--- config.mk ---
export PLATFORM = sky130hd
export DESIGN_NAME = pimrs_ram
export DESIGN_NICKNAME = d
export VERILOG_FILES = /design/src/rtl/core/pimrs_ram.sv
export SDC_FILE = /design/constraint.sdc
export NUM_CORES = 1
export LEC_CHECK = 0
export BUFFER_PORTS_ARGS = -buffer_cell sky130_fd_sc_hd__buf_2
export CAP_MARGIN = 0
export CORE_UTILIZATION = 35
export CTS_BUF_LIST = sky130_fd_sc_hd__clkbuf_4 sky130_fd_sc_hd__clkbuf_8 sky130_fd_sc_hd__clkbuf_16
export DETAILED_ROUTE_END_ITERATION = 16
export GPL_TIMING_DRIVEN = 0
export PLACE_DENSITY = 0.57
export SYNTH_ARGS = -nofsm -noshare
export SYNTH_HDL_FRONTEND = slang
export SYNTH_SLANG_ARGS = --single-unit
--- constraint.sdc ---
create_clock -name clock -period 3.2 [get_ports clock]
set_input_delay 0 -clock clock [delete_from_list [all_inputs] [get_ports clock]]
set_output_delay 0 -clock clock [all_outputs]
set_load 0.1 [all_outputs]
--- src/rtl/core/pimrs_ram.sv ---
module pimrs_ram #(
   parameter int WIDTH = 8,
   parameter int DEPTH = 16,
   parameter int AW    = (DEPTH > 1) ? $clog2(DEPTH) : 1
) (
   input  logic             clock,
   input  logic             we,
   input  logic [AW-1:0]    waddr,
   input  logic [WIDTH-1:0] wdata,
   input  logic [AW-1:0]    raddr,
   output logic [WIDTH-1:0] rdata
);

   logic [WIDTH-1:0] mem_ff [DEPTH];
   logic [WIDTH-1:0] rdata_ff;

   always_ff @(posedge clock) begin
      if (we) begin
         mem_ff[waddr] <= wdata;
      end
      rdata_ff <= mem_ff[raddr];
   end

   assign rdata = rdata_ff;

endmodule

Word-level counts from Yosys, hierarchy flattened
Memories as Yosys holds them, arrays and structs flattened. A register that Yosys moved wholly into a read port is not among the register bits.
Cells that the tools add are included.
{"block": "word_totals", "ram_bits": 128, "regBits": 0, "memories": 1, "wordCells": 3, "out_inout_bits": 8}
{"block": "classes", "muxes": 2}
{"memory": "mem_ff", "words": 16, "word_bits": 8, "read_ports": 1, "rd_clocked_by_memory_dff": 1, "write_ports": 1, "line_no": "14", "rtl": "logic [WIDTH-1:0] mem_ff [DEPTH];"}
{"cell": "2-to-1 mux 1 bit", "count": 2}

Depth between registers and ports, before layout
Gate-level depths: netlist of the first run.
{"block": "logic_depth", "word_depth": 2, "depth_mapped": 5}

Least setup slack after synthesis of the first run
Ideal clock, no wire load.
{"block": "synth_path", "path_kind": "input-to-reg", "startpoint": "in waddr[2]", "endpoint": "mem mem_ff[0][0], enable pin", "required_time_ns": 2.817, "arrival_time_ns": 1.110, "path_slack_ns": 1.707, "cell_stages": 2, "cell_sequence": "or3b_2 -> nor3_1"}
{"item": "start, declared", "line_no": "8", "rtl": "input logic [AW-1:0] waddr,"}
{"item": "end, declared", "line_no": "14"}
No word-level cell before the write port.

==> flow_metrics.env, run 1 <==
export IMPL_max_clock_path_buffers=2
export IMPL_postRouteAntennaNets=0
export IMPL_fin_crit_ns=1.367
export IMPL_numCtsBuffers=17
export IMPL_cts_root_buf="clkbuf_16"
export IMPL_synth_seq_cells=136
export IMPL_row_count=43
export IMPL_worstSetupEndpointType="register"
export IMPL_synthAdderAreaFrac_pct=0
export IMPL_clock_skew_ns=0.004471
export IMPL_tns_ns=0
export IMPL_top_level_ports=26
export IMPL_die_w_um=123.3
export IMPL_synth_top_family_by_area="multiplexers"
export IMPL_dp_hpwl_mm=6.421
export IMPL_wl_per_cell_um=20.99
export IMPL_startpoint_type="register"
export IMPL_drc_errors=0
export IMPL_dp_cells=434
export IMPL_cp_arrival_ns=1.65
export IMPL_synth_distinct_cells=19
export IMPL_reg2reg_from="mem_ff[9][3]"
export IMPL_cts_tree="built"
export IMPL_fillCellCount=1238
export IMPL_grt_pass1_vias=2443
export IMPL_finalSetupViolCount=0
export IMPL_syn_inst=229
export IMPL_grt_max_degree=17
export IMPL_clock_fmax_mhz=731.4
export IMPL_hold_class="primary input to register"
export IMPL_multi_input_area_mm2=0.001067
export IMPL_start_util_pct=36.52
export IMPL_cp_required_ns=3.48
export IMPL_final_layout_size_suffix_gt1_share_pct=29.55
export IMPL_synth_compound_area_share_pct=2.333
export IMPL_syn_num_nets=247
export IMPL_slew_limit_headroom_pct=19.73
export IMPL_cp_max_fo=1
export IMPL_final_net_count=297
export IMPL_postCtsSetupBuffers=0
export IMPL_rsz0062_at_grt="false"
export IMPL_regArea_mm2=0.004004
export IMPL_yosysSeqAreaShare_pct=77.78
export IMPL_slew_viol_final=0
export IMPL_synth_area_mux_share_pct=15.02
export IMPL_path_class="register to register"
export IMPL_hold_path_cell_count=1
export IMPL_yosysMostFrequentCell="edfxtp_1"
export IMPL_gp_congestion=0.6929
export IMPL_maxCapViolCount=0
export IMPL_vias=2413
export IMPL_htreeDepth=4
export IMPL_dieArea_mm2=0.01520
export IMPL_drt_wl_total_mm=9.884
export IMPL_worst_pin_slew_ns=1.195
export IMPL_avgSynthCellArea_um2=22.48
export IMPL_synth_area_leaders="edfxtp_1, mux4_2, mux4_1, dfxtp_1, a22oi_1"
export IMPL_cts_resized=0
export IMPL_finalCritPeriodShare_pct=42.73
export IMPL_synth_top_area_share_pct=74.67
export IMPL_hold_worst_slack_ns=0.01915
export IMPL_first_pass_iters=4
export IMPL_yosys_top_cells_count="edfxtp_1, mux4_2, a22oi_1"
export IMPL_ir_worst_vdd_mv=0.4422
export IMPL_synthSimpleGateAreaFrac_pct=3.184
export IMPL_status="finished, final reports clean"
export IMPL_path_clk_slew_ns=0.05
export IMPL_synth_edf_count=128
export IMPL_clk_latency_ns=0.41
export IMPL_leakage_nw=2.035
export IMPL_hold_violations=0
export IMPL_core_area_mm2=0.01410
export IMPL_yosys_area_top_type="edfxtp_1"
export IMPL_insertedDiodeCount=0
export IMPL_overflow=0
export IMPL_synthToLayoutAreaGrowth_pct=18.59
export IMPL_synth_xor_area_share_pct=0
export IMPL_routed_via_density=5.123
export IMPL_power_density_mw_per_mm2=660.4
export IMPL_yosysWarnings=0
export IMPL_drt_iter0_markers=172
export IMPL_holdCritStartpoint="wdata[3]"
export IMPL_numPortBuffers=24
export IMPL_clock_sinks=136
export IMPL_timing_rr_end="rdata[3]"
export IMPL_synthFlopType="edfxtp_1"
export IMPL_syn_area_mm2=0.005147
export IMPL_reg2reg_depth=3
export IMPL_instances_no_fill=471
export IMPL_die_h_um=123.3
export IMPL_regToRegSetupSlack_ns=1.83
export IMPL_grt_usage_pct=14.64
export IMPL_min_to="mem_ff[2][3]"
export IMPL_antenna_found_initial=0
export IMPL_grt_first_pass_wirelength_mm=14.90
export IMPL_async_flop_share_pct=0
## cell type report
| class | instances | share of cell area [%] |
|---|---|---|
| Sequential cell | 136 | 65.59 |
| Multi-Input combinational cell | 83 | 17.48 |
| Clock buffer | 21 | 7.461 |
| Tap cell | 180 | 3.689 |
| Timing Repair Buffer | 31 | 3.033 |
| Buffer | 10 | 1.414 |
| Clock inverter | 10 | 1.332 |
## through the flow
stage | total power, mW | setup slack [ns] | util, % | cell area [µm²]
3_3_place_gp | 2.308 | 1.079 | 38.97 | 5493
5_1_grt | 4.157 | 1.763 | 43.31 | 6105
6_report | 4.031 | 1.833 | 43.31 | 6105
3_5_place_dp | 2.315 | 1.056 | 39.04 | 5503
4_1_cts | 4.070 | 1.484 | 43.27 | 6100
2_1_floorplan | 2.225 | 1.707 | - | 5147
## per-layer routing
layer  GRT usage (%)  wire length [µm]
met1           20.54              4673
met2           21.96              4734
met3           4.013               395
met4           5.196                80
met5               0                 0
## kinds of logic (layout without fill, tap and decap cells)
kind of cell | after synthesis | in the layout
compound gates | 16 | 16
simple gates | 35 | 35
mux | 32 | 32
flops | 136 | 136
buf+inv | 10 | 72
## critical path, stage by stage, from the launching register on
cell,delay (ns)
edfxtp_1,0.35
mux4_1,0.50
a22oi_1,0.32
nand2_1,0.08
## where the power goes
group	switching, mW	leakage, nW	total [mW]	internal, mW
clock network	0.667	0.264	1.75	1.08
registers	0.00851	1.22	2.00	1.99
logic	0.195	0.548	0.278	0.0839
## layout by cell type, fill, tap and decap left out, drive strengths merged
master / synthesis / layout
clkinv: 0 / 6
nor2b: 1 / 1
buf: 7 / 32
or3b: 1 / 1
nand3: 1 / 1
and2b: 1 / 1
nor2: 13 / 13
nand3b: 2 / 2
bufinv: 0 / 1
a22oi: 16 / 16
clkinvlp: 0 / 3
dfxtp: 8 / 8
nand2b: 2 / 2
clkbuf: 0 / 21
and2: 1 / 1
nand2: 9 / 9
clkdlybuf4s25: 3 / 3
mux4: 32 / 32
dlygate4sd3: 0 / 6
edfxtp: 128 / 128
nor3: 4 / 4
## worst max path at each step
stage	startpoint	to	slack [ns]	cells past startpoint
final	mem_ff[9][3]	rdata[3]	1.83	3
after floorplan	waddr[2]	mem_ff[0][0]	1.71	2
after CTS	waddr[2]	mem_ff[0][3]	1.48	3
after global placement	waddr[2]	mem_ff[0][3]	1.08	3
after global routing	mem_ff[9][3]	rdata[3]	1.76	3
after detailed placement	waddr[2]	mem_ff[0][3]	1.06	3
## registers in the layout (all words and copies together) (netlist names)
name	flops
mem_ff	128
rdata	8
## repair_timing
item                                    4_1_cts  5_1_grt
endpoints found under the setup margin        0        0
endpoints found under the hold margin        86        0
hold buffers                                  6        0
Power figures use the tool's default switching activity.
==> run 2: changes to the inputs <==
Settings changed: PLACE_DENSITY 0.57 to 0.59.
Clock period 3.2 ns to 1.2 ns, I/O delays scaled along.
==> run 2 against run 1 <==
Compared with the run above: the run now ends with setup timing left; fmax up 0.12%; die area stayed put; power rose to 2.9 times the previous value; critical path type unchanged; largest cell class unchanged.
==> flow_metrics.env, run 2 (synthesis gave the netlist of run 1 again) <==
export IMPL_clock_fmax_mhz=732.3
export IMPL_first_pass_iters=4
export IMPL_layout_setup_ws_ns=-0.1656
export IMPL_drc_errors=0
export IMPL_die_w_um=123.3
export IMPL_finalSetupViolCount=8
export IMPL_clock_skew_ns=0.006634
export IMPL_drt_wl_total_mm=10.74
export IMPL_hold_violations=0
export IMPL_row_count=43
export IMPL_grt_pass1_vias=2512
export IMPL_reg2reg_depth=3
export IMPL_status="finished with violations"
export IMPL_hold_path_cell_count=1
export IMPL_cp_cell_sequence="mux4_2 > a22oi_2 > nand2_1"
export IMPL_numCtsBuffers=17
export IMPL_cts_tree="built"
export IMPL_cp_slowest_cell="mux4_2"
export IMPL_power_density_mw_per_mm2=1850
export IMPL_final_layout_size_suffix_gt1_share_pct=38.62
export IMPL_grt_usage_pct=15.83
export IMPL_dp_cells=433
export IMPL_grt_first_pass_wirelength_mm=16.07
export IMPL_path_clk_slew_ns=0.06
export IMPL_clock_sinks=136
export IMPL_maxCapViolCount=0
export IMPL_htreeDepth=4
export IMPL_core_area_mm2=0.01410
export IMPL_slew_limit_headroom_pct=43.02
export IMPL_regMostFlops="mem_ff"
export IMPL_instances_no_fill=470
export IMPL_final_common_cell="edfxtp_1"
export IMPL_tns_ns=-0.9009
export IMPL_top_level_ports=26
export IMPL_wl_per_cell_um=22.85
export IMPL_clk_latency_ns=0.42
export IMPL_cp_max_fo=1
export IMPL_worst_pin_slew_ns=0.8515
export IMPL_leakage_nw=2.024
export IMPL_finalCritPeriodShare_pct=113.8
export IMPL_multi_input_area_mm2=0.001122
export IMPL_rsz0062_at_grt="true"
export IMPL_grt_max_degree=17
export IMPL_cp_slowest_stage_delay_ns=0.53
export IMPL_dp_hpwl_mm=6.666
export IMPL_worstSetupEndpointType="register"
export IMPL_die_h_um=123.3
export IMPL_cts_root_buf="clkbuf_16"
export IMPL_violations="setup timing"
export IMPL_vias=2425
export IMPL_postRouteAntennaNets=0
export IMPL_synthToLayoutAreaGrowth_pct=21.05
export IMPL_slew_viol_final=0
export IMPL_antenna_found_initial=0
export IMPL_gp_congestion=0.7129
export IMPL_final_net_count=296
export IMPL_drt_iter0_markers=190
export IMPL_overflow=0
export IMPL_hold_class="primary input to register"
export IMPL_placed_area_mm2=0.005498
export IMPL_cp_depth=3
export IMPL_layout_common_cells="edfxtp_1, buf_2, mux4_2"
export IMPL_cp_arrival_ns=1.66
export IMPL_dieArea_mm2=0.01520
export IMPL_regArea_mm2=0.004004
export IMPL_hold_worst_slack_ns=0.009371
export IMPL_path_delay_family="multiplexers"
export IMPL_total_power_mw=11.53
export IMPL_routed_via_density=5.160
export IMPL_final_cell_area_mm2=0.006231
export IMPL_numPortBuffers=24
export IMPL_startpoint_type="register"
export IMPL_largest_register_ffs=128
export IMPL_cp_required_ns=1.50
export IMPL_max_clock_path_buffers=2
export IMPL_fillCellCount=1230
export IMPL_path_class="register to register"
export IMPL_fin_crit_ns=1.366
export IMPL_ir_worst_vdd_mv=1.178
export IMPL_insertedDiodeCount=0
export IMPL_start_util_pct=36.52
export IMPL_worst_path_buf_inv=0
-- run 2: cell types whose count changed in the layout (fill, tap and decap cells not counted), sizes merged --
cell and delta:
bufinv +3, clkbuf -3, buf -1, clkinv -1
clkinvlp +1
-- run 2: metrics by stage --
stage	worst slack, ns	util [%]
finish	-0.1656	44.20
global route	-0.1899	44.20
CTS	-0.1547	44.14
detailed placement	-0.5955	39.00
global placement	-0.6275	39.00
floorplan	-0.06615	-
-- run 2: repair_timing --
item,CTS,global route
hold buffers,6,0
endpoints found under the setup margin,56,8
resized for setup,26,4
pin swaps,9,4
buffers inserted,0,0
hold endpoints to repair,73,0
-- run 2: metal layers --
metal / GRT usage (%) / vias up / share of wire (%) / wire length (µm)
li1: - / 1064 / - / -
met4: 4.970 / 0 / 0.93 / 100
met1: 22.53 / 1268 / 45 / 4882
met3: 4.428 / 11 / 6.7 / 722
met2: 23.60 / 82 / 47 / 5034
met5: 0 / - / 0 / 0
-- run 2: layout make-up --
type                       instances  share of cell area (%)
tap                              180                   3.614
clock buffer                      18                   6.948
multi-input combinational         83                   18.01
clock inverter                    13                   2.892
buffer                            10                   1.386
timing repair buffer              30                   2.892
sequential                       136                   64.26
-- run 2: final timing paths --
check                           slack [ns]            to     startpoint
worst max-delay path                 -0.17      rdata[0]   mem_ff[2][0]
worst min-delay path                 0.009  mem_ff[9][0]       wdata[0]
worst max register to register       -0.17      rdata[0]   mem_ff[2][0]
worst min register to register        0.67      rdata[6]  mem_ff[14][6]
-- run 2: report_power, final --
group	internal, mW	total (mW)	switching [mW]	leakage, nW
Combinational	0.242	0.810	0.567	0.513
Sequential	5.31	5.34	0.0248	1.22
Clock	3.47	5.38	1.91	0.286
==> run 3: changes to the inputs <==
Settings changed: CORE_ASPECT_RATIO set to 1.2, SETUP_SLACK_MARGIN set to 0.2.
Clock period 1.2 ns to 1.1 ns, I/O delays scaled along.
==> run 3 against run 2 <==
Compared with the run above: the flow still finishes with violations (setup timing); flip-flop and latch count is the same; power grew 7.0%; cell area grew 3.8%; critical path type unchanged.
==> flow_metrics.env, run 3 (synthesis gave the netlist of run 1 again) <==
export IMPL_status="finished with violations"
export IMPL_violations="setup timing"
export IMPL_dp_cells=428
export IMPL_wl_per_cell_um=21.22
export IMPL_grt_usage_pct=14.44
export IMPL_drt_iter0_markers=137
export IMPL_worst_pin_slew_ns=0.8060
export IMPL_clock_sinks=136
export IMPL_drc_errors=0
export IMPL_regMostFlops="mem_ff"
export IMPL_layout_setup_ws_ns=-0.2084
export IMPL_postRouteAntennaNets=0
export IMPL_finalSetupViolCount=8
export IMPL_finalCritPeriodShare_pct=118.9
export IMPL_cp_max_fo=1
export IMPL_top_level_ports=26
export IMPL_final_layout_size_suffix_gt1_share_pct=46.10
export IMPL_path_clk_slew_ns=0.06
export IMPL_die_w_um=112.7
export IMPL_grt_first_pass_wirelength_mm=15.03
export IMPL_die_h_um=134.8
export IMPL_worstSetupEndpointType="register"
export IMPL_cts_tree="built"
export IMPL_clock_fmax_mhz=764.3
export IMPL_core_area_mm2=0.01435
export IMPL_ir_worst_vdd_mv=0.9247
export IMPL_insertedDiodeCount=0
export IMPL_htreeDepth=4
export IMPL_vias=2378
export IMPL_tns_ns=-1.384
export IMPL_clock_skew_ns=0.01425
export IMPL_total_power_mw=12.33
export IMPL_cp_required_ns=1.39
export IMPL_drt_wl_total_mm=9.972
export IMPL_slew_limit_headroom_pct=46.07
export IMPL_maxCapViolCount=0
export IMPL_row_count=48
export IMPL_numCtsBuffers=17
export IMPL_numPortBuffers=24
export IMPL_hold_class="primary input to register"
export IMPL_reg2reg_from="mem_ff[7][6]"
export IMPL_instances_no_fill=470
export IMPL_hold_violations=0
export IMPL_start_util_pct=35.86
export IMPL_cts_root_buf="clkbuf_16"
export IMPL_routed_via_density=5.060
export IMPL_rsz0062_at_grt="true"
export IMPL_dp_slack_ns=-0.4850
export IMPL_layout_common_cells="edfxtp_1, mux4_2, buf_2"
export IMPL_grt_max_degree=17
export IMPL_synthToLayoutAreaGrowth_pct=25.64
export IMPL_largest_register_ffs=128
export IMPL_power_density_mw_per_mm2=1906
export IMPL_min_to="mem_ff[15][7]"
export IMPL_first_pass_iters=4
export IMPL_leakage_nw=2.071
export IMPL_grt_pass1_vias=2431
export IMPL_regToRegSetupSlack_ns=-0.21
export IMPL_slew_viol_final=0
export IMPL_startpoint_type="register"
export IMPL_final_net_count=300
export IMPL_final_common_cell="edfxtp_1"
export IMPL_antenna_found_initial=0
export IMPL_reg2reg_depth=3
export IMPL_fin_crit_ns=1.308
export IMPL_gp_congestion=0.7009
export IMPL_max_clock_path_buffers=2
export IMPL_holdCritStartpoint="wdata[7]"
export IMPL_dieArea_mm2=0.01520
export IMPL_fin_util_pct=45.06
export IMPL_hold_path_cell_count=1
export IMPL_overflow=0
export IMPL_path_class="register to register"
export IMPL_timing_rr_end="rdata[6]"
export IMPL_clk_latency_ns=0.41
export IMPL_cp_arrival_ns=1.60
export IMPL_dp_hpwl_mm=6.426
[run 3: cell types whose count changed in the layout (fill, tap and decap cells not counted), sizes merged]
| cell | before | now |
|---|---|---|
| clkbuf | 18 | 20 |
| buf | 31 | 36 |
| bufinv | 4 | 2 |
| dlygate4sd3 | 6 | 5 |
| clkinvlp | 4 | 7 |
| clkinv | 5 | 3 |
[run 3: report_power, final]
group          internal, mW  total (mW)  switching (mW)
Sequential             5.80        5.85          0.0456
Combinational         0.383        1.01           0.622
Clock                  3.46        5.47            2.01
Total                  9.65        12.3            2.68
[run 3: layout make-up]
type / instances / area (µm²)
tap: 175 / 219.0
multi-input combinational: 83 / 1182
fill: 1168 / 7886
buffer: 10 / 86.33
clock inverter: 12 / 127.6
clock buffer: 20 / 460.4
timing repair buffer: 34 / 377.9
sequential: 136 / 4014
[run 3: worst max path at each step]
stage	start	to	slack [ns]	depth (start not counted)
floorplan	mem_ff[3][0]	rdata[0]	-0.03	3
CTS	mem_ff[6][7]	rdata[7]	-0.23	3
global placement	waddr[0]	mem_ff[15][1]	-0.48	3
detailed placement	waddr[1]	mem_ff[15][1]	-0.48	3
finish	mem_ff[7][6]	rdata[6]	-0.21	3
global route	mem_ff[7][5]	rdata[5]	-0.25	3
[run 3: worst max-delay path, stage by stage, from the launching register on]
cell and delay, ns:
edfxtp_1 0.37, mux4_2 0.51, a22oi_2 0.21, nand2_1 0.10
[run 3: per-layer routing]
layer / track usage (%) / vias to the layer above / part of all wire, %
met2: 22.77 / 52 / 51
met4: 5.111 / 0 / 1.0
li1: - / 1064 / -
met3: 3.995 / 9 / 3.7
met5: 0 / - / 0
met1: 19.32 / 1253 / 44
[run 3: stage by stage]
step,hold WS (ns),cell area (µm²)
3_3_place_gp,0.4062,5533
5_1_grt,0.003133,6467
4_1_cts,0.005876,6429
6_report,0.001572,6467
3_5_place_dp,0.4245,5533
2_1_floorplan,0.09887,5194
[run 3: timing repair]
action,4_1_cts,5_1_grt
resized for setup,53,3
hold endpoints to repair,46,0
setup endpoints to repair,80,36
gates cloned,0,0
buffers inserted,3,2
hold buffers,5,0
pin swaps,5,3
