`src/rtl/core/pimrs_pkg.sv`:
```
package pimrs_pkg;

   // queue and channel geometry
   localparam int NUM_CHANNELS = 16;
   localparam int CHAN_W       = 4;
   localparam int QUEUE_DEPTH  = 256;
   localparam int QADDR_W      = 8;
   localparam int QCNT_W       = 9;
   localparam int ROW_W        = 14;
   localparam int TAG_W        = 8;
   localparam int KIND_W       = 2;

   // time widths: clock counts and picosecond stamps
   localparam int TIME_W       = 48;
   localparam int HALF_W       = TIME_W / 2;
   localparam int PS_W         = 61;
   localparam int IVAL_W       = 20;
   localparam int PER_W        = 12;
   localparam int DLY_W        = 8;
   localparam int DIV_CNT_W    = 6;

   // control register port
   localparam int CSR_IDX_W    = 3;
   localparam int CSR_DATA_W   = 20;

   localparam logic [CSR_IDX_W-1:0] CSR_MAC_INTERVAL = 3'd0;
   localparam logic [CSR_IDX_W-1:0] CSR_IO_INTERVAL  = 3'd1;
   localparam logic [CSR_IDX_W-1:0] CSR_CLOCK_PERIOD = 3'd2;
   localparam logic [CSR_IDX_W-1:0] CSR_DUAL_ROW     = 3'd3;
   localparam logic [CSR_IDX_W-1:0] CSR_ACT_DELAY    = 3'd4;
   localparam logic [CSR_IDX_W-1:0] CSR_PRE_DELAY    = 3'd5;
   localparam logic [CSR_IDX_W-1:0] CSR_READ_LAT     = 3'd6;

   localparam logic [IVAL_W-1:0] MAC_INTERVAL_RST = 20'd24576;
   localparam logic [IVAL_W-1:0] IO_INTERVAL_RST  = 20'd1024;
   localparam logic [PER_W-1:0]  CLOCK_PERIOD_RST = 12'd1000;
   localparam logic [DLY_W-1:0]  ACT_DELAY_RST    = 8'd14;
   localparam logic [DLY_W-1:0]  PRE_DELAY_RST    = 8'd14;
   localparam logic [DLY_W-1:0]  READ_LAT_RST     = 8'd20;

   // request kinds
   localparam logic [KIND_W-1:0] KIND_GWRITE = 2'd0;
   localparam logic [KIND_W-1:0] KIND_MAC    = 2'd1;
   localparam logic [KIND_W-1:0] KIND_READ   = 2'd2;

   // result status codes
   localparam logic [1:0] STATUS_ACCEPT = 2'd0;
   localparam logic [1:0] STATUS_REJECT = 2'd1;
   localparam logic [1:0] STATUS_TICK   = 2'd2;

   // action codes
   localparam logic ACTION_ENQUEUE = 1'b0;

   typedef struct packed {
      logic [KIND_W-1:0] kind;
      logic [CHAN_W-1:0] chan;
      logic [ROW_W-1:0]  row;
      logic [TAG_W-1:0]  tag;
   } entry_type;

   localparam int ENTRY_W = $bits(entry_type);

   typedef enum logic [3:0] {
      ST_IDLE,
      ST_MUL_LO,
      ST_MUL_HI,
      ST_NOW,
      ST_CHAN,
      ST_SCAN0,
      ST_SCAN,
      ST_DECIDE,
      ST_ISSUE,
      ST_DIV,
      ST_SHIFT0,
      ST_SHIFT,
      ST_OUT
   } state_type;

endpackage

```
`src/rtl/core/pimrs_div.sv`:
```
module pimrs_div (
   input  logic                        clock,
   input  logic                        reset,
   input  logic                        start,
   input  logic [pimrs_pkg::PS_W-1:0]  dividend,
   input  logic [pimrs_pkg::PER_W-1:0] divisor,
   output logic                        done,
   output logic [pimrs_pkg::PS_W-1:0]  quotient
);
   import pimrs_pkg::*;

   logic                 busy_ff, busy_in;
   logic                 done_ff, done_in;
   logic [DIV_CNT_W-1:0] cnt_ff, cnt_in;
   logic [PS_W-1:0]      dvd_ff, dvd_in;
   logic [PER_W-1:0]     rem_ff, rem_in;
   logic [PER_W-1:0]     dsr_ff, dsr_in;
   logic [PER_W:0]       trial;
   logic                 qbit;

   // one restoring step per cycle, quotient shifts in from the bottom
   always_comb begin
      busy_in = busy_ff;
      done_in = 1'b0;
      cnt_in  = cnt_ff;
      dvd_in  = dvd_ff;
      rem_in  = rem_ff;
      dsr_in  = dsr_ff;
      trial   = {rem_ff, dvd_ff[PS_W-1]};
      qbit    = trial >= {1'b0, dsr_ff};
      if (start) begin
         busy_in = 1'b1;
         cnt_in  = DIV_CNT_W'(PS_W - 1);
         dvd_in  = dividend;
         rem_in  = '0;
         dsr_in  = divisor;
      end else if (busy_ff) begin
         rem_in = qbit ? PER_W'(trial - {1'b0, dsr_ff}) : PER_W'(trial);
         dvd_in = {dvd_ff[PS_W-2:0], qbit};
         cnt_in = cnt_ff - 1'b1;
         if (cnt_ff == '0) begin
            busy_in = 1'b0;
            done_in = 1'b1;
         end
      end
   end

   always_ff @(posedge clock) begin
      if (reset) begin
         busy_ff <= 1'b0;
         done_ff <= 1'b0;
      end else begin
         busy_ff <= busy_in;
         done_ff <= done_in;
      end
   end

   always_ff @(posedge clock) begin
      cnt_ff <= cnt_in;
      dvd_ff <= dvd_in;
      rem_ff <= rem_in;
      dsr_ff <= dsr_in;
   end

   assign done     = done_ff;
   assign quotient = dvd_ff;

endmodule

```
`config.mk`:
```
export PLATFORM = sky130hd
export DESIGN_NAME = pimrs_div
export DESIGN_NICKNAME = d
export VERILOG_FILES = /design/src/rtl/core/pimrs_pkg.sv /design/src/rtl/core/pimrs_div.sv
export SDC_FILE = /design/constraint.sdc
export NUM_CORES = 1
export LEC_CHECK = 0
export BUFFER_PORTS_ARGS = -buffer_cell sky130_fd_sc_hd__buf_2
export CORE_MARGIN = 3
export CORE_UTILIZATION = 47
export CTS_CLUSTER_DIAMETER = 150
export CTS_CLUSTER_SIZE = 12
export DETAILED_ROUTE_END_ITERATION = 8
export HOLD_SLACK_MARGIN = 0.06
export PLACE_DENSITY = 0.76
export SYNTH_ARGS = -nofsm -noshare
export SYNTH_HDL_FRONTEND = slang
export SYNTH_SLANG_ARGS = --single-unit
```
`constraint.sdc`:
```
create_clock -name clock -period 2.3 [get_ports clock]
set_clock_uncertainty 0.05 [all_clocks]
set_input_delay 0.23 -clock clock [delete_from_list [all_inputs] [get_ports clock]]
set_output_delay 0.23 -clock clock [all_outputs]
set_load 0.02 [all_outputs]
```
After elaboration in Yosys (flattened, before gate mapping)
Index checks and enable logic that the tools add are counted.
- add/subtract/negate cells: 2
- magnitude comparators: 1
- muxes and demuxes: 7
- bitwise gates (word level): 1
- reductions and logical operators: 3
- operator list (kind ; count):
    2-to-1 mux 61 bit ; 2
    greater-or-equal comparator 13 x 12 -> 1 bit ; 1
    2-to-1 mux 12 bit ; 1
    subtractor 12 bit ; 1
    zero test 6 bit ; 1
    subtractor 6 x 1 -> 6 bit, second input constant ; 1
    2-to-1 mux 1 bit ; 4
    OR reduction 3 bit ; 1
    nonzero test 2 bit ; 1
    NOT 1 bit ; 1
- bits in registers: 93
- input bits: 76
- output and inout bits: 62
- word-level logic and storage cells: 20

Depth between registers and ports, before layout
Gate-level depths: netlist of run 1.
- word-level depth: 4
- depth in mapped cells: 10
- mapped depth without buffers: 9

Worst setup path after synthesis of run 1
Ideal clock, no wire load.
- path type: flip-flop to flip-flop
- from: register dvd_ff[60], in the netlist quotient[60]
- to: register rem_ff[0]
- library setup time: 86 ps
- data arrival time: 2372 ps
- required time: 2164 ps
- path slack: -207 ps
- stages on the path, launching flop included: 9
- path buffers: 0
- period minus slack after synthesis: 2507 ps
- cell sequence: edfxtp_1 > inv_1 > ha_1 > nand3_1 > nor4_2 > or4_4 > nor3_4 > mux2_2 > a211oi_1
- cells in the longest elaborated chain, start to end: 2
- elaborated cells on any way between the ends: 3
- those cells by class: 1 x add/sub; 1 x order compare; 1 x mux
- ends and longest elaborated chain (element ; RTL line ; source):
    start: declaration ; pimrs_div.sv:15 ; logic [PS_W-1:0] dvd_ff, dvd_in;
    start signal: assignment ; pimrs_div.sv:60 ; dvd_ff <= dvd_in;
    subtractor 12 bit / greater-or-equal comparator 13 x 12 -> 1 bit (equally long branches) ; pimrs_div.sv:38, pimrs_div.sv:30 ;
    2-to-1 mux 12 bit * ; pimrs_div.sv:38 ; rem_in = qbit ? PER_W'(trial - {1'b0, dsr_ff}) : PER_W'(trial);
    end signal: assignment ; pimrs_div.sv:61 ; rem_ff <= rem_in;
    end: declaration ; pimrs_div.sv:16 ; logic [PER_W-1:0] rem_ff, rem_in;
Every way passes the cells marked *; elsewhere a longest branch is shown, timed or not.
A chain may end at the register's enable or synchronous reset.

Final worst setup path of run 1
- from: register dsr_ff[10]
- to: register rem_ff[0]
- cells in the longest elaborated chain, start to end: 2
- ends and longest elaborated chain (element ; RTL line ; source):
    start: declaration ; pimrs_div.sv:17 ; logic [PER_W-1:0] dsr_ff, dsr_in;
    start signal: assignment ; pimrs_div.sv:62 ; dsr_ff <= dsr_in;
    greater-or-equal comparator 13 x 12 -> 1 bit ; pimrs_div.sv:30 ; qbit = trial >= {1'b0, dsr_ff};
    2-to-1 mux 12 bit ; pimrs_div.sv:38 ;
Every way passes these cells.

==> results of run 1 <==
==> critical path, stage by stage (launching register included) <==
cell      delay (ns)
edfxtp_1        0.39
inv_2           0.08
ha_4            0.22
a21oi_4         0.13
nor2b_1         0.07
or4_4           0.50
nor3_4          0.19
buf_6           0.16
mux2_4          0.30
a211oi_2        0.18
==> power breakdown <==
group	internal [mW]	switching, mW	total (mW)	leakage (nW)
Combinational	0.391	0.462	0.853	1.60
Sequential	1.99	0.0788	2.07	0.894
Clock	0.424	0.653	1.08	0.0980
==> worst paths after layout <==
check,startpoint,end,slack (ns),cells past startpoint
max reg2reg,dsr_ff[10],rem_ff[0],-0.04,9
min,dividend[52],quotient[52],0.10,2
max,dsr_ff[10],rem_ff[0],-0.04,9
min reg2reg,cnt_ff[1],cnt_ff[1],0.46,2
==> registers in the layout, indices dropped and copies added (netlist names) <==
| register | flops |
|---|---|
| quotient | 61 |
| dsr_ff | 12 |
| rem_ff | 12 |
| cnt_ff | 6 |
| busy_ff | 1 |
| done | 1 |
==> synthesized netlist by cell type, types with 2 or more instances <==
master      n  share of area (%)
a31o_2      2               0.39
nand3_1     6               0.67
and3_1      3               0.42
nor3_1      7               0.78
a31oi_1     5               0.69
nor4_1      4               0.55
a211o_1     2               0.39
clkbuf_1   10               0.83
nand2b_1    6               0.83
o2111ai_1   2               0.39
nor2_1     11               0.92
buf_2       2               0.22
mux2_2     61                 15
o21a_1      2               0.33
edfxtp_1   73                 49
dfxtp_1    20                8.9
inv_1      20                1.7
nand2_1    11               0.92
ha_1       14                3.9
a21o_1      4               0.67
a32oi_1     4               0.78
a21oi_1     7               0.78
xnor2_1     9                1.7
a211oi_1    4               0.67
buf_6       3               0.75
xor2_1      2               0.39
o31ai_1     3               0.50
o311ai_0    3               0.58
nor2b_1     4               0.55
mux2i_1     7                1.6
o21ai_0     4               0.44
==> layout make-up <==
type	count	area share, %
inverters	20	1.29
repair buffers	199	19.9
flip-flops and latches	93	42.5
clock buffers	9	2.03
multi-input cells	201	30.6
clock inverters	7	1.05
well taps	129	2.64
==> kinds of logic after synthesis <==
family,synth area share (%)
compound gates,7.94
fa+ha+maj,4.33
simple gates,7.69
buf+inv,3.63
flops,57.5
xor+xnor,2.14
mux,16.8
==> layer usage <==
layer / wire length, um / up-vias / part of all wire [%] / GRT usage [%]
met5: 0 / - / 0 / 0
met4: 204 / 0 / 1.9 / 7.31
met3: 883 / 17 / 8.1 / 7.95
met2: 5420 / 134 / 50 / 33.8
met1: 4370 / 1603 / 40 / 23.2
li1: - / 1644 / - / -
==> repair_timing <==
action / 4_1_cts / 5_1_grt
gates cloned: 0 / 1
hold buffers: 13 / 0
endpoints found under the hold margin: 14 / 0
resized for setup: 11 / 12
pin swaps: 3 / 10
endpoints found under the setup margin: 13 / 12
buffers inserted: 4 / 2
==> impl_results.html, run 1 <==
<table>
<tr><th>Metric</th><th>Value</th></tr>
<tr><th colspan="2">Finish</th></tr>
<tr><td>Fill cell total of the finished layout</td><td>711</td></tr>
<tr><td>Final core utilization</td><td>65.8%</td></tr>
<tr><td>Most frequent cells in the layout</td><td>buf_2 (136), edfxtp_1 (73), mux2_2 (60)</td></tr>
<tr><td>Number of nets in the finished design</td><td>615</td></tr>
<tr><td>Combined flip-flop and latch cell area</td><td>2590 um2</td></tr>
<tr><td>Most common cell after layout, fill and taps aside</td><td>buf_2</td></tr>
<tr><td>Area of the multi-input gates</td><td>1870 um2</td></tr>
<tr><td>Count of non-filler cells in the finished layout</td><td>658</td></tr>
<tr><td>Share of layout cells above drive strength 1</td><td>54.1%</td></tr>
<tr><td>Ant. Diodes</td><td>0</td></tr>
<tr><td>Final design area excluding fillers</td><td>6100 um2</td></tr>
<tr><td>Area delta synth-&gt;final</td><td>35.4%</td></tr>
<tr><th colspan="2">STA</th></tr>
<tr><td>Crit path time final</td><td>2.34 ns</td></tr>
<tr><td>Fmax</td><td>0.427 GHz</td></tr>
<tr><td>Number of hold-slack violations in the final timing report</td><td>0</td></tr>
<tr><td>Tightest slew margin relative to the limit</td><td>50.2%</td></tr>
<tr><td>Setup violation total in the final timing report</td><td>2</td></tr>
<tr><td>Final slew viol count</td><td>0</td></tr>
<tr><td>Share of the clock period used by the worst path after layout</td><td>102%</td></tr>
<tr><td>Post-route setup slack</td><td>-0.0428 ns</td></tr>
<tr><td>RSZ-0062 raised after global routing</td><td>yes</td></tr>
<tr><td>Final hold slack</td><td>0.101 ns</td></tr>
<tr><td>Setup Total Neg Slack</td><td>-0.0694 ns</td></tr>
<tr><td>Slew at the pin closest to its max-slew limit</td><td>0.746 ns</td></tr>
<tr><th colspan="2">Synthesis</th></tr>
<tr><td>Yosys reg bits</td><td>93</td></tr>
<tr><td>Number of enable flip-flop cells after synthesis</td><td>73</td></tr>
<tr><td>Number of unique standard cell types used by synthesis</td><td>46</td></tr>
<tr><td>Post-Synthesis Net Count</td><td>421</td></tr>
<tr><td>Share of synthesized area occupied by flip-flops and latches</td><td>57.5%</td></tr>
<tr><td>Number of warnings issued by yosys</td><td>0</td></tr>
<tr><td>Most used flip-flop cell after synthesis</td><td>edfxtp_1</td></tr>
<tr><td>Area of the mapped netlist</td><td>4510 um2</td></tr>
<tr><td>Syn Inst Count</td><td>330</td></tr>
<tr><td>Share of async-settable or async-resettable flops after synthesis</td><td>0%</td></tr>
<tr><td>Post-synthesis average cell area</td><td>13.7 um2</td></tr>
<tr><th colspan="2">CTS</th></tr>
<tr><td>Clock network latency to the later pin of the worst-skew pair</td><td>0.37 ns</td></tr>
<tr><td>Number of buffers between clock root and the deepest sink</td><td>2</td></tr>
<tr><td>Clock H-tree levels</td><td>3</td></tr>
<tr><td>Count of clock tree sinks</td><td>93</td></tr>
<tr><td>Clock tree from TritonCTS</td><td>yes</td></tr>
<tr><td>Master cell of the clock root buffer</td><td>clkbuf_8</td></tr>
<tr><td>Inserted Clock Buffers</td><td>9</td></tr>
<tr><td>Worst-path clk slew</td><td>0.11 ns</td></tr>
<tr><th colspan="2">Pwr</th></tr>
<tr><td>Power Density</td><td>656 nW/um2</td></tr>
<tr><td>Total power after layout</td><td>4.00 mW</td></tr>
<tr><td>Leakage</td><td>2.60 nW</td></tr>
<tr><td>Max rail drop VDD</td><td>0.522 mV</td></tr>
<tr><th colspan="2">Global routing</th></tr>
<tr><td>All-Layer GR Usage</td><td>20.1%</td></tr>
<tr><td>Global-route wire length before repair</td><td>17.3 mm</td></tr>
<tr><td>Antenna violations before repair</td><td>0</td></tr>
<tr><td>Number of global-route vias before repair</td><td>3,626</td></tr>
<tr><td>Maximum number of pins on one net before global-route repair</td><td>46</td></tr>
<tr><td>Gr ovfl total</td><td>0</td></tr>
<tr><th colspan="2">Critical path</th></tr>
<tr><td>Biggest fanout along the worst timing path</td><td>5</td></tr>
<tr><td>Crit path capture type</td><td>register</td></tr>
<tr><td>Nature of the critical path startpoint</td><td>register</td></tr>
<tr><td>WS Path Type</td><td>reg2reg</td></tr>
<tr><td>Required time at the endpoint of the critical path</td><td>2.54 ns</td></tr>
<tr><td>Data arrival, critical path</td><td>2.58 ns</td></tr>
<tr><th colspan="2">Drt</th></tr>
<tr><td>Count of vias placed by the detailed router</td><td>3,398</td></tr>
<tr><td>Antenna Nets Post-Route</td><td>0</td></tr>
<tr><td>Number of iterations in the first detailed-routing pass</td><td>4</td></tr>
<tr><td>DRC violation count after routing</td><td>0</td></tr>
<tr><td>Post-Route WL</td><td>10.9 mm</td></tr>
<tr><td>Per-cell routed wire length</td><td>16.5 um</td></tr>
<tr><td>Detailed-route vias per instance</td><td>5.16</td></tr>
<tr><td>Starting DRC count in detailed routing</td><td>136</td></tr>
<tr><th colspan="2">Flow run</th></tr>
<tr><td>Max-cap check violation count</td><td>0</td></tr>
<tr><th colspan="2">Floorplanning</th></tr>
<tr><td>Area of the die</td><td>10,800 um2</td></tr>
<tr><td>Placement Rows</td><td>35</td></tr>
<tr><td>Number of I/O pins</td><td>138</td></tr>
<tr><td>Effective utilization at floorplan</td><td>48.6%</td></tr>
<tr><td>Die boundary width</td><td>104 um</td></tr>
<tr><td>Die boundary height</td><td>104 um</td></tr>
<tr><td>Core area</td><td>9280 um2</td></tr>
<tr><th colspan="2">Hold path</th></tr>
<tr><td>Type of the most critical hold path</td><td>in2reg</td></tr>
<tr><th colspan="2">Outcome</th></tr>
<tr><td>Violated checks</td><td>setup timing</td></tr>
<tr><td>Result of the run</td><td>finished with violations</td></tr>
<tr><th colspan="2">Placement</th></tr>
<tr><td>Half-perimeter wire length after placement</td><td>7.83 mm</td></tr>
<tr><td>Post-Place Cell Area</td><td>5630 um2</td></tr>
<tr><td>Placed cells</td><td>623</td></tr>
<tr><td>Quantity of I/O buffers inserted on ports</td><td>137</td></tr>
<tr><td>Routability congestion estimate from global placement</td><td>0.809</td></tr>
<tr><td>Worst-case setup slack after placement</td><td>-0.433 ns</td></tr>
</table>
No activity file was read; power rests on OpenSTA's default activity.
==> run 2: changes to the inputs <==
--- a/config.mk
+++ b/config.mk
@@ -13,6 +13,7 @@
 export DETAILED_ROUTE_END_ITERATION = 8
 export HOLD_SLACK_MARGIN = 0.06
 export PLACE_DENSITY = 0.76
+export REMOVE_ABC_BUFFERS = 1
 export SYNTH_ARGS = -nofsm -noshare
 export SYNTH_HDL_FRONTEND = slang
 export SYNTH_SLANG_ARGS = --single-unit
==> run 2 against run 1 <==
Net effect: the flow still finishes with violations (setup timing); fmax fell by 0.96%; design area is essentially flat; utilization grew 0.054 points; first-iteration DRC count is 32% higher; sequential power is essentially flat; hold slack gained 0.025 ns; clock power grew 10%.
==> impl_results.html, run 2 (synthesis gave the netlist of run 1 again) <==
<table>
<tr><th>Metric</th><th>Value</th></tr>
<tr><th colspan="2">Drt</th></tr>
<tr><td>Antenna Nets Post-Route</td><td>0 (unchanged)</td></tr>
<tr><td>Number of iterations in the first detailed-routing pass</td><td>4 (unchanged)</td></tr>
<tr><td>Count of vias placed by the detailed router</td><td>3,371 (was 3,398)</td></tr>
<tr><td>Post-Route WL</td><td>10.9 mm (about the same)</td></tr>
<tr><td>Detailed-route vias per instance</td><td>5.25 (was 5.16)</td></tr>
<tr><td>DRC violation count after routing</td><td>0 (unchanged)</td></tr>
<tr><td>Per-cell routed wire length</td><td>17.0 um (was 16.5 um)</td></tr>
<tr><td>Starting DRC count in detailed routing</td><td>179 (was 136)</td></tr>
<tr><th colspan="2">Critical path</th></tr>
<tr><td>Data arrival, critical path</td><td>2.55 ns (was 2.58 ns)</td></tr>
<tr><td>Nature of the critical path startpoint</td><td>register (unchanged)</td></tr>
<tr><td>Crit path capture type</td><td>register (unchanged)</td></tr>
<tr><td>Reg2Reg Depth</td><td>9 (unchanged)</td></tr>
<tr><td>Biggest fanout along the worst timing path</td><td>5 (unchanged)</td></tr>
<tr><td>Cell Chain, Critical Path</td><td>inv_1 -&gt; ha_4 -&gt; nand4_4 -&gt; nor4_2 -&gt; or4_4 -&gt; nor3_4 -&gt; buf_6 -&gt; mux2i_1 -&gt; a211oi_1 (was inv_2 -&gt; ha_4 -&gt; a21oi_4 -&gt; nor2b_1 -&gt; or4_4 -&gt; nor3_4 -&gt; buf_6 -&gt; mux2_4 -&gt; a211oi_2)</td></tr>
<tr><td>Required time at the endpoint of the critical path</td><td>2.49 ns (was 2.54 ns)</td></tr>
<tr><td>WS Path Type</td><td>reg2reg (unchanged)</td></tr>
<tr><td>Worst-path cell with the longest stage delay</td><td>or4_4 (unchanged)</td></tr>
<tr><td>Worst stage delay on the critical path</td><td>0.54 ns (was 0.50 ns)</td></tr>
<tr><th colspan="2">Finish</th></tr>
<tr><td>Fill cell total of the finished layout</td><td>735 (was 711)</td></tr>
<tr><td>Area delta synth-&gt;final</td><td>35.5% (was 35.4%)</td></tr>
<tr><td>Share of layout cells above drive strength 1</td><td>54.4% (was 54.1%)</td></tr>
<tr><td>Number of nets in the finished design</td><td>599 (was 615)</td></tr>
<tr><td>Max reg flops</td><td>61 (unchanged)</td></tr>
<tr><td>Most common cell after layout, fill and taps aside</td><td>buf_2 (unchanged)</td></tr>
<tr><td>Ant. Diodes</td><td>0 (unchanged)</td></tr>
<tr><td>Area of the multi-input gates</td><td>1980 um2 (was 1870 um2)</td></tr>
<tr><td>Most frequent cells in the layout</td><td>buf_2 (137), edfxtp_1 (73), mux2_2 (60) (was buf_2 (136), edfxtp_1 (73), mux2_2 (60))</td></tr>
<tr><td>Combined flip-flop and latch cell area</td><td>2590 um2 (about the same)</td></tr>
<tr><td>Count of non-filler cells in the finished layout</td><td>642 (was 658)</td></tr>
<tr><th colspan="2">Outcome</th></tr>
<tr><td>Result of the run</td><td>finished with violations (unchanged)</td></tr>
<tr><td>Violated checks</td><td>setup timing (unchanged)</td></tr>
<tr><th colspan="2">CTS</th></tr>
<tr><td>Clock network latency to the later pin of the worst-skew pair</td><td>0.34 ns (was 0.37 ns)</td></tr>
<tr><td>Clock H-tree levels</td><td>3 (unchanged)</td></tr>
<tr><td>Inserted Clock Buffers</td><td>9 (unchanged)</td></tr>
<tr><td>Master cell of the clock root buffer</td><td>clkbuf_8 (unchanged)</td></tr>
<tr><td>Worst-path clk slew</td><td>0.09 ns (was 0.11 ns)</td></tr>
<tr><td>Number of buffers between clock root and the deepest sink</td><td>2 (unchanged)</td></tr>
<tr><td>Clock tree from TritonCTS</td><td>yes (unchanged)</td></tr>
<tr><td>Count of clock tree sinks</td><td>93 (unchanged)</td></tr>
<tr><th colspan="2">Global routing</th></tr>
<tr><td>Number of global-route vias before repair</td><td>3,503 (was 3,626)</td></tr>
<tr><td>Antenna violations before repair</td><td>0 (unchanged)</td></tr>
<tr><td>All-Layer GR Usage</td><td>19.3% (was 20.1%)</td></tr>
<tr><td>Maximum number of pins on one net before global-route repair</td><td>47 (was 46)</td></tr>
<tr><td>Gr ovfl total</td><td>0 (unchanged)</td></tr>
<tr><td>Global-route wire length before repair</td><td>16.9 mm (was 17.3 mm)</td></tr>
<tr><th colspan="2">Floorplanning</th></tr>
<tr><td>Number of I/O pins</td><td>138 (unchanged)</td></tr>
<tr><td>Die boundary width</td><td>104 um (unchanged)</td></tr>
<tr><td>Die boundary height</td><td>104 um (unchanged)</td></tr>
<tr><td>Placement Rows</td><td>35 (unchanged)</td></tr>
<tr><td>Core area</td><td>9280 um2 (unchanged)</td></tr>
<tr><td>Area of the die</td><td>10,800 um2 (unchanged)</td></tr>
<tr><td>Effective utilization at floorplan</td><td>48.6% (unchanged)</td></tr>
<tr><th colspan="2">STA</th></tr>
<tr><td>Final hold slack</td><td>0.127 ns (was 0.101 ns)</td></tr>
<tr><td>Final slew viol count</td><td>0 (unchanged)</td></tr>
<tr><td>Fmax</td><td>0.423 GHz (was 0.427 GHz)</td></tr>
<tr><td>Tightest slew margin relative to the limit</td><td>44.2% (was 50.2%)</td></tr>
<tr><td>Post-route setup slack</td><td>-0.0655 ns (was -0.0428 ns)</td></tr>
<tr><td>RSZ-0062 raised after global routing</td><td>yes (unchanged)</td></tr>
<tr><td>Setup violation total in the final timing report</td><td>7 (was 2)</td></tr>
<tr><td>Slew at the pin closest to its max-slew limit</td><td>0.835 ns (was 0.746 ns)</td></tr>
<tr><td>Crit path time final</td><td>2.37 ns (was 2.34 ns)</td></tr>
<tr><td>Share of the clock period used by the worst path after layout</td><td>103% (was 102%)</td></tr>
<tr><td>Number of hold-slack violations in the final timing report</td><td>0 (unchanged)</td></tr>
<tr><td>Setup Total Neg Slack</td><td>-0.224 ns (was -0.0694 ns)</td></tr>
<tr><th colspan="2">Hold path</th></tr>
<tr><td>Type of the most critical hold path</td><td>in2reg (unchanged)</td></tr>
<tr><td>Hold depth</td><td>2 (unchanged)</td></tr>
<tr><th colspan="2">Pwr</th></tr>
<tr><td>Power Density</td><td>677 nW/um2 (was 656 nW/um2)</td></tr>
<tr><td>Max rail drop VDD</td><td>0.479 mV (was 0.522 mV)</td></tr>
<tr><td>Leakage</td><td>2.52 nW (was 2.60 nW)</td></tr>
<tr><th colspan="2">Placement</th></tr>
<tr><td>Placed cells</td><td>610 (was 623)</td></tr>
<tr><td>Routability congestion estimate from global placement</td><td>0.869 (was 0.809)</td></tr>
<tr><td>Quantity of I/O buffers inserted on ports</td><td>137 (unchanged)</td></tr>
<tr><td>Half-perimeter wire length after placement</td><td>7.48 mm (was 7.83 mm)</td></tr>
<tr><td>Worst-case setup slack after placement</td><td>-0.0802 ns (was -0.433 ns)</td></tr>
<tr><th colspan="2">Flow run</th></tr>
<tr><td>Max-cap check violation count</td><td>0 (unchanged)</td></tr>
</table>
run 2: cell count changes in the layout (fill, tap and decap cells not counted), moves of 3 or more:
| cell | change |
|---|---|
| buf_4 | -15 |
| inv_8 | -3 |
| ha_1 | -9 |
| ha_4 | +10 |
run 2: final timing paths:
check,start,endpoint,slack (ns)
max,dsr_ff[6],rem_ff[3],-0.07
min,start,rem_ff[0],0.13
max reg2reg,dsr_ff[6],rem_ff[3],-0.07
min reg2reg,cnt_ff[1],cnt_ff[1],0.47
run 2: area by class of cell:
type	instances	area share (%)
Tap cell	129	2.64
Sequential cell	93	42.5
Inverter	20	1.23
Clock buffer	10	2.09
Multi-Input combinational cell	201	32.4
Timing Repair Buffer	183	17.7
Clock inverter	6	1.41
run 2: routing by layer:
layer,vias to the layer above,share of wire [%],track usage (%)
met1,1651,43,24.2
met2,104,49,31.8
li1,1608,-,-
met4,0,1.2,5.60
met5,-,0,0
met3,8,6.8,6.33
run 2: power breakdown:
| part | switching (mW) | internal [mW] | leakage [nW] |
|---|---|---|---|
| logic | 0.467 | 0.406 | 1.51 |
| registers | 0.0825 | 1.99 | 0.895 |
| clock network | 0.576 | 0.614 | 0.108 |
| total | 1.12 | 3.01 | 2.52 |
run 2: stage by stage:
stage / util [%] / power (mW) / instance area, um2
6_report: 65.8 / 4.14 / 6110
5_1_grt: 65.8 / 4.30 / 6110
4_1_cts: 63.5 / 4.10 / 5900
3_5_place_dp: 59.3 / 2.89 / 5510
3_3_place_gp: 59.3 / 2.86 / 5510
2_1_floorplan: - / 2.55 / 4420
run 2: repair_timing:
item / 4_1_cts / 5_1_grt
buffers inserted: 2 / 0
setup endpoints to repair: 5 / 13
endpoints found under the hold margin: 14 / 0
gates cloned: 0 / 1
pin swaps: 3 / 11
hold buffers: 13 / 0
resized for setup: 6 / 31
run 2: worst max-delay path, delay by kind of cell, from the launching register on:
family	cells	cell delay (ns)
AOI/OAI and AO/OA	1	0.09
adders and majority gates	1	0.23
buffers and inverters	2	0.29
DFF	1	0.37
muxes	1	0.21
and+or+nand+nor	4	1.01
